$ cat config.mk
export PLATFORM = sky130hd
export DESIGN_NAME = sac_ram
export DESIGN_NICKNAME = d
export VERILOG_FILES = /design/src/hw/rtl/sac_ram.sv
export SDC_FILE = /design/constraint.sdc
export NUM_CORES = 1
export LEC_CHECK = 0
export BUFFER_PORTS_ARGS = -buffer_cell sky130_fd_sc_hd__buf_2
export CAP_MARGIN = 0
export CORE_AREA = 2 2 96 98
export CTS_CLUSTER_SIZE = 8
export DETAILED_ROUTE_END_ITERATION = 8
export DIE_AREA = 0 0 98 100
export GPL_TIMING_DRIVEN = 1
export PLACE_DENSITY = 0.77
export SLEW_MARGIN = 40
export SYNTH_ARGS = -nofsm -noshare
export SYNTH_HDL_FRONTEND = slang
export SYNTH_SLANG_ARGS = --single-unit
$ cat constraint.sdc
create_clock -name clk -period 2.59 [get_ports clk]
set_clock_uncertainty 0.05 [all_clocks]
set_input_delay 0.6475 -clock clk [delete_from_list [all_inputs] [get_ports clk]]
set_output_delay 0.6475 -clock clk [all_outputs]
set_load 0.02 [all_outputs]
$ cat src/hw/rtl/sac_ram.sv
// Generic single-write, single-read RAM with registered read data.
module sac_ram #(
    parameter int WIDTH = 8,
    parameter int DEPTH = 16
) (
    input  logic                     clk,
    input  logic                     we,
    input  logic [$clog2(DEPTH)-1:0] waddr,
    input  logic [WIDTH-1:0]         wdata,
    input  logic [$clog2(DEPTH)-1:0] raddr,
    output logic [WIDTH-1:0]         rdata
);

    logic [WIDTH-1:0] mem [DEPTH];

    always_ff @(posedge clk)
    begin
        if (we)
        begin
            mem[waddr] <= wdata;
        end
        rdata <= mem[raddr];
    end

endmodule

==> results of run 1 <==
-- final cells by class --
type,instances,share of cell area
clock inverter,14,0.0227
timing repair buffer,44,0.0483
tap,111,0.0229
multi-input combinational,83,0.175
clock buffer,18,0.0706
sequential,136,0.661
-- cells in the final DEF, fill, tap and decap left out, types with 6 or more instances in the layout --
cell / netlist / layout
a22oi_1: 16 / 16
buf_2: 3 / 25
buf_4: 1 / 17
clkbuf_16: 0 / 16
dfxtp_1: 8 / 8
edfxtp_1: 128 / 128
inv_6: 0 / 6
mux4_1: 14 / 14
mux4_2: 18 / 18
nand2_1: 9 / 9
nor2_1: 13 / 13
-- Yosys cell counts (all sizes together) --
cell / instances
edfxtp: 128
nor2: 13
dfxtp: 8
nor2b: 1
nand3: 1
buf: 7
nand2: 9
nand3b: 2
nand2b: 2
a22oi: 16
and2b: 1
and2: 1
or3b: 1
clkdlybuf4s25: 3
mux4: 32
nor3: 4
-- power by group through the flow --
stage | registers (mW) | clock network [mW] | logic (mW)
floorplan | 2.53 | 0 | 0.125
global placement | 2.52 | 0 | 0.235
detailed placement | 2.52 | 0 | 0.243
CTS | 2.48 | 2.28 | 0.246
global route | 2.48 | 2.37 | 0.261
finish | 2.47 | 2.25 | 0.244
-- per-layer routing --
| layer | up-vias | part of all wire | GRT usage |
|---|---|---|---|
| li1 | 1083 | - | - |
| met1 | 1343 | 0.42 | 0.320 |
| met2 | 90 | 0.51 | 0.331 |
| met3 | 10 | 0.054 | 0.0529 |
| met4 | 0 | 0.0097 | 0.0791 |
| met5 | - | 0 | 0 |
-- path summary, 6_finish.rpt --
check                                  end  slack, ns  cells past startpoint
worst max-delay path              rdata[0]       0.86                      1
worst min-delay path            mem[13][3]       0.45                      1
worst max register to register    rdata[1]       1.20                      3
worst min register to register    rdata[7]       0.62                      3
-- cells by family after synthesis --
group,Yosys count
AO/OA/AOI/OAI,16
buffers and inverters,10
flip-flops,136
multiplexers,32
AND/OR/NAND/NOR,35
-- sequential cells by signal, indices dropped and copies added, names as in the netlist --
register	flops
mem	128
rdata	8
-- per-stage QoR --
step,utilization,total power [mW],cells
after CTS,0.681,5.00,406
after detailed placement,0.618,2.76,374
after global placement,0.618,2.75,374
after global routing,0.681,5.11,406
final,0.681,4.97,406
after floorplan,-,2.66,229
==> key figures, run 1 <==
Timing
  • Period utilisation layout: 0.667
  • RSZ-0062 raised after global routing: false
  • Final Critical Period: 1.73 ns
  • Max Freq: 579 MHz
  • Slew headroom: 0.539
  • Final Max Slew Viols: 0
  • Worst Slack Setup Final: 0.864 ns
  • Worst hold slack: 0.452 ns
  • Setup TNS: 0 ns
  • Hold violation count in the final report: 0
  • Setup violations, final: 0
  • Worst-Margin Slew: 0.689 ns

Detailed routing
  • Vias post-DR: 2526
  • Wirelength per Cell: 24.7 um
  • Vias per inst: 6.22
  • DRC viols: 0
  • DRT iter0 DRCs: 348
  • Total wire length: 10000 um
  • Pre-antenna DRT Iters: 4
  • Routed Antenna Nets: 0

CTS
  • Hold_buf cts: 0
  • Htree depth: 4
  • Clk_lat worst skew: 0.52 ns
  • # clock sinks: 136
  • Clock Tree Buf Depth: 2
  • # Post-CTS Setup Buffers: 0
  • Post_cts resized: 0
  • CTS tree: yes
  • Root buffer cell: clkbuf_8
  • Reg clk slew, reported paths: 0.06 ns
  • CTS Buf Count: 17

Cells and area
  • Footprint of the multi-input gates: 0.00106 sq mm
  • Layout filler cell count: 552
  • Final #Nets: 300
  • Final Instance Area: 0.00606 sq mm
  • Layout cells sized above 1: 0.322
  • Layout area overhead: 17.7%
  • Sequential Area: 0.00400 sq mm
  • Ant. Diodes: 0

Yosys
  • Post-synthesis cell area: 0.00515 sq mm
  • Post-synthesis sequential area ratio: 0.778
  • Synth top area share: 0.747
  • Yosys reg bits: 136
  • Largest family of logic cells by synthesized area: multiplexers
  • Synth area leaders: edfxtp_1 75%, mux4_2 7.9%, mux4_1 7.1%
  • Post-synthesis compound-gate area fraction: 0.0233
  • Synthesized Nets: 247
  • Yosys top cell by area: edfxtp_1
  • Syn avg cell area: 22.5 sq um
  • Post-Synth XOR/XNOR Area: 0
  • Unique masters post-synth: 19
  • Synth Warn #: 0
  • Synth Instances: 229
  • Post-Synth Adder-Cell Area: 0
  • Post-Synth Simple-Gate Area: 0.0318
  • Share of synthesized area spent on multiplexers: 0.150

Place
  • Pre-CTS setup slack: 0.438 ns
  • Placer Congestion: 0.797
  • # port buffers: 25
  • Placed cell area: 0.00549 sq mm
  • DP HPWL: 5940 um

Setup path
  • Worst-path maximum fanout: 1
  • Critical path's slowest cell: dfxtp_1
  • Crit path max-delay family: flip-flops
  • Critical path arrival: 1.03 ns
  • Setup crit end kind: output port
  • R2R Path Start: mem[5][1]
  • WS Path Type: flip-flop to output port
  • Worst-path cell chain: buf_2
  • Bufs and invs on worst path: 1
  • Worst EP required: 1.89 ns
  • Crit-path max cell delay: 0.34 ns
  • Critical path startpoint category: flip-flop
  • Launch point of the critical path: rdata[0]

Worst hold path
  • Hold Path Class: input port to flip-flop
  • Hold_sp: wdata[3]

Floorplan
  • Core Rows: 35
  • Die ar.: 0.00980 sq mm
  • Core area: 0.00889 sq mm
  • I/O pins: 26
  • Die Wd: 98 um
  • Initial Util: 0.579
  • Die height: 100 um

Pwr
  • Logic pwr share: 0.049
  • Net Sw Frac: 0.220
  • Power Dens Cells: 820 mW/mm^2
  • Register share of total power: 0.498
  • Worst-case vdd ir drop: 569 uV
  • Part of the power in the clock network: 0.453
  • Leakage: 2.07 nW
  • Switch Pwr: 1.09 mW
  • P_int: 3.88 mW

GRT
  • Initial antenna violation count: 0
  • Largest net degree at the start of global routing: 33
  • Global route overflow: 0
  • First-pass GRT wire length: 15000 um
  • GRT Overall Usage: 0.219
  • Number of global-route vias before repair: 2498

Status
  • Status: finished clean

Flow run
  • Max-Cap Viols: 0
Power figures use the tool's default switching activity.
==> run 2: changes to the inputs <==
ABC_AREA = 1   (was unset)
CORE_AREA = 2 2 102 104   (was 2 2 96 98)
DIE_AREA = 0 0 104 106   (was 0 0 98 100)
PLACE_DENSITY = 0.76   (was 0.77)
clock period = 1.71 ns   (was 2.59 ns; I/O delays follow)
==> key figures, run 2 <==
Detailed routing
  • DRC viols: 0
  • Total wire length: 12500 um
  • DRT iter0 DRCs: 396
  • Wirelength per Cell: 16.8 um
  • Vias post-DR: 3867
  • Pre-antenna DRT Iters: 5
  • Vias per inst: 5.19
  • Routed Antenna Nets: 0

Cells and area
  • Layout area overhead: 16.8%
  • Ant. Diodes: 0
  • Commonest non-fill, non-tap cell in the layout: nand2_1
  • Layout filler cell count: 740
  • Most frequent cells in the layout: 173 x nand2_1, 128 x edfxtp_1, 100 x inv_1
  • Layout cells sized above 1: 0.131
  • Fin cells: 745
  • Max reg flops: 128
  • Final #Nets: 614
  • Regs by FF count: mem x128, rdata x8
  • Register with the most flip-flops: mem

Yosys
  • Yosys reg bits: 136
  • FFs w/ async S/R, synth: 0
  • Share of synthesized area spent on multiplexers: 0
  • Yosys top cell by area: edfxtp_1
  • Post-synthesis sequential area ratio: 0.694
  • Post-Synth Simple-Gate Area: 0.210
  • Syn avg cell area: 10.5 sq um
  • Synth area leaders: edfxtp_1 67%, nand2_1 11%, nand3_1 8.4%
  • Top-count cell post-synth: nand2_1
  • EDFF count, synth: 128
  • Synth Instances: 551
  • Synth Flop Type: edfxtp_1
  • Most common library cells after synthesis: 173 x nand2_1, 128 x edfxtp_1, 100 x inv_1, 97 x nand3_1, 17 x nor2_1
  • Post-Synth XOR/XNOR Area: 0
  • Synth top area share: 0.667
  • Post-synthesis cell area: 0.00577 sq mm
  • Largest family of logic cells by synthesized area: simple AND/OR/NAND/NOR gates
  • Synthesized Nets: 569
  • Unique masters post-synth: 12
  • Synth Warn #: 0
  • Post-synthesis compound-gate area fraction: 0
  • Post-Synth Adder-Cell Area: 0

GRT
  • Global route overflow: 0
  • GRT Overall Usage: 0.244
  • Number of global-route vias before repair: 3783
  • Largest net degree at the start of global routing: 37
  • First-pass GRT wire length: 19900 um
  • Initial antenna violation count: 0

Timing
  • Final Max Slew Viols: 0
  • RSZ-0062 raised after global routing: false
  • Period utilisation layout: 0.905
  • Worst-Margin Slew: 0.379 ns
  • Worst hold slack: 0.232 ns
  • Setup TNS: 0 ns
  • Final Critical Period: 1.55 ns
  • Slew headroom: 0.747
  • Hold violation count in the final report: 0
  • Setup violations, final: 0
  • Worst Slack Setup Final: 0.162 ns
  • Max Freq: 646 MHz

Place
  • DP HPWL: 7560 um
  • Post-Place Cells: 713
  • Placer Congestion: 0.867
  • # port buffers: 25
  • Pre-CTS setup slack: 0.129 ns

Setup path
  • WS Path Type: flip-flop to output port
  • Critical path's slowest cell: dfxtp_1
  • Crit path max-delay family: flip-flops
  • Setup crit end kind: output port
  • Bufs and invs on worst path: 1
  • Critical path arrival: 1.07 ns
  • Crit-path max cell delay: 0.37 ns
  • Critical path startpoint category: flip-flop
  • Worst-path maximum fanout: 1
  • Worst EP required: 1.23 ns
  • Worst-path cell chain: buf_2

Pwr
  • Net Sw Frac: 0.209
  • Logic pwr share: 0.063
  • Power Dens Cells: 1160 mW/mm^2
  • Worst-case vdd ir drop: 801 uV
  • Register share of total power: 0.478
  • P_int: 6.21 mW
  • Leakage: 2.95 nW
  • Switch Pwr: 1.64 mW
  • Part of the power in the clock network: 0.459

CTS
  • # Post-CTS Setup Buffers: 0
  • CTS tree: yes
  • Reg clk slew, reported paths: 0.06 ns
  • CTS Buf Count: 17
  • Clk_lat worst skew: 0.52 ns
  • Htree depth: 4
  • # clock sinks: 136
  • Post_cts resized: 0
  • Hold_buf cts: 0
  • Clock Tree Buf Depth: 2
  • Root buffer cell: clkbuf_8

Floorplan
  • Core Rows: 37
  • Die Wd: 104 um
  • Core area: 0.0100 sq mm
  • Die ar.: 0.0110 sq mm
  • I/O pins: 26
  • Die height: 106 um
  • Initial Util: 0.577

Worst hold path
  • Hold Path Class: input port to flip-flop

Flow run
  • Max-Cap Viols: 0

Status
  • Status: finished clean
run 2: cell count changes after synthesis, sizes merged:
cell and change:
nand3 +96, a22oi -16, or3b -1, nor3 -4, inv +102, and2 -1
mux4 -32, nor2b -1, buf +17, and2b -1, nand2 +164, clkdlybuf4s25 -3
nand2b -2, nor2 +4
run 2: worst paths after layout:
check	startpoint	endpoint	slack, ns	depth (start not counted)
worst max-delay path	rdata[1]	rdata[1]	0.16	1
worst min register to register	mem[13][1]	rdata[1]	0.64	6
worst max register to register	mem[5][1]	rdata[1]	0.65	6
worst min-delay path	raddr[3]	rdata[7]	0.23	3
run 2: power groups by stage:
| stage | registers [mW] | clock network [mW] | logic (mW) |
|---|---|---|---|
| after global routing | 3.76 | 3.77 | 0.547 |
| after floorplan | 3.84 | 0 | 0.263 |
| after detailed placement | 3.82 | 0 | 0.489 |
| after CTS | 3.75 | 3.63 | 0.495 |
| after global placement | 3.82 | 0 | 0.478 |
| final | 3.75 | 3.60 | 0.497 |
run 2: per-stage QoR:
stage | util | instance area, sq um | power [mW]
floorplan | - | 5770 | 4.10
global placement | 0.615 | 6150 | 4.30
detailed placement | 0.615 | 6150 | 4.31
CTS | 0.674 | 6740 | 7.87
global route | 0.674 | 6740 | 8.07
finish | 0.674 | 6740 | 7.85
run 2: metal layers:
| metal | share of wire | GRT usage |
|---|---|---|
| met5 | 0 | 0 |
| met3 | 0.092 | 0.0521 |
| met1 | 0.41 | 0.330 |
| met2 | 0.49 | 0.385 |
| met4 | 0.010 | 0.105 |
run 2: kinds of logic after synthesis:
family | count (synthesis)
buffers and inverters | 126
DFF | 136
and+or+nand+nor | 289
run 2: cell type report:
class / instances / area [sq um] / area share
flip-flops and latches: 136 / 4000 / 0.594
multi-input cells: 289 / 1210 / 0.180
clock buffers: 24 / 470 / 0.0698
inverters: 102 / 383 / 0.0568
repair buffers: 50 / 375 / 0.0557
well taps: 136 / 170 / 0.0253
clock inverters: 8 / 120 / 0.0178
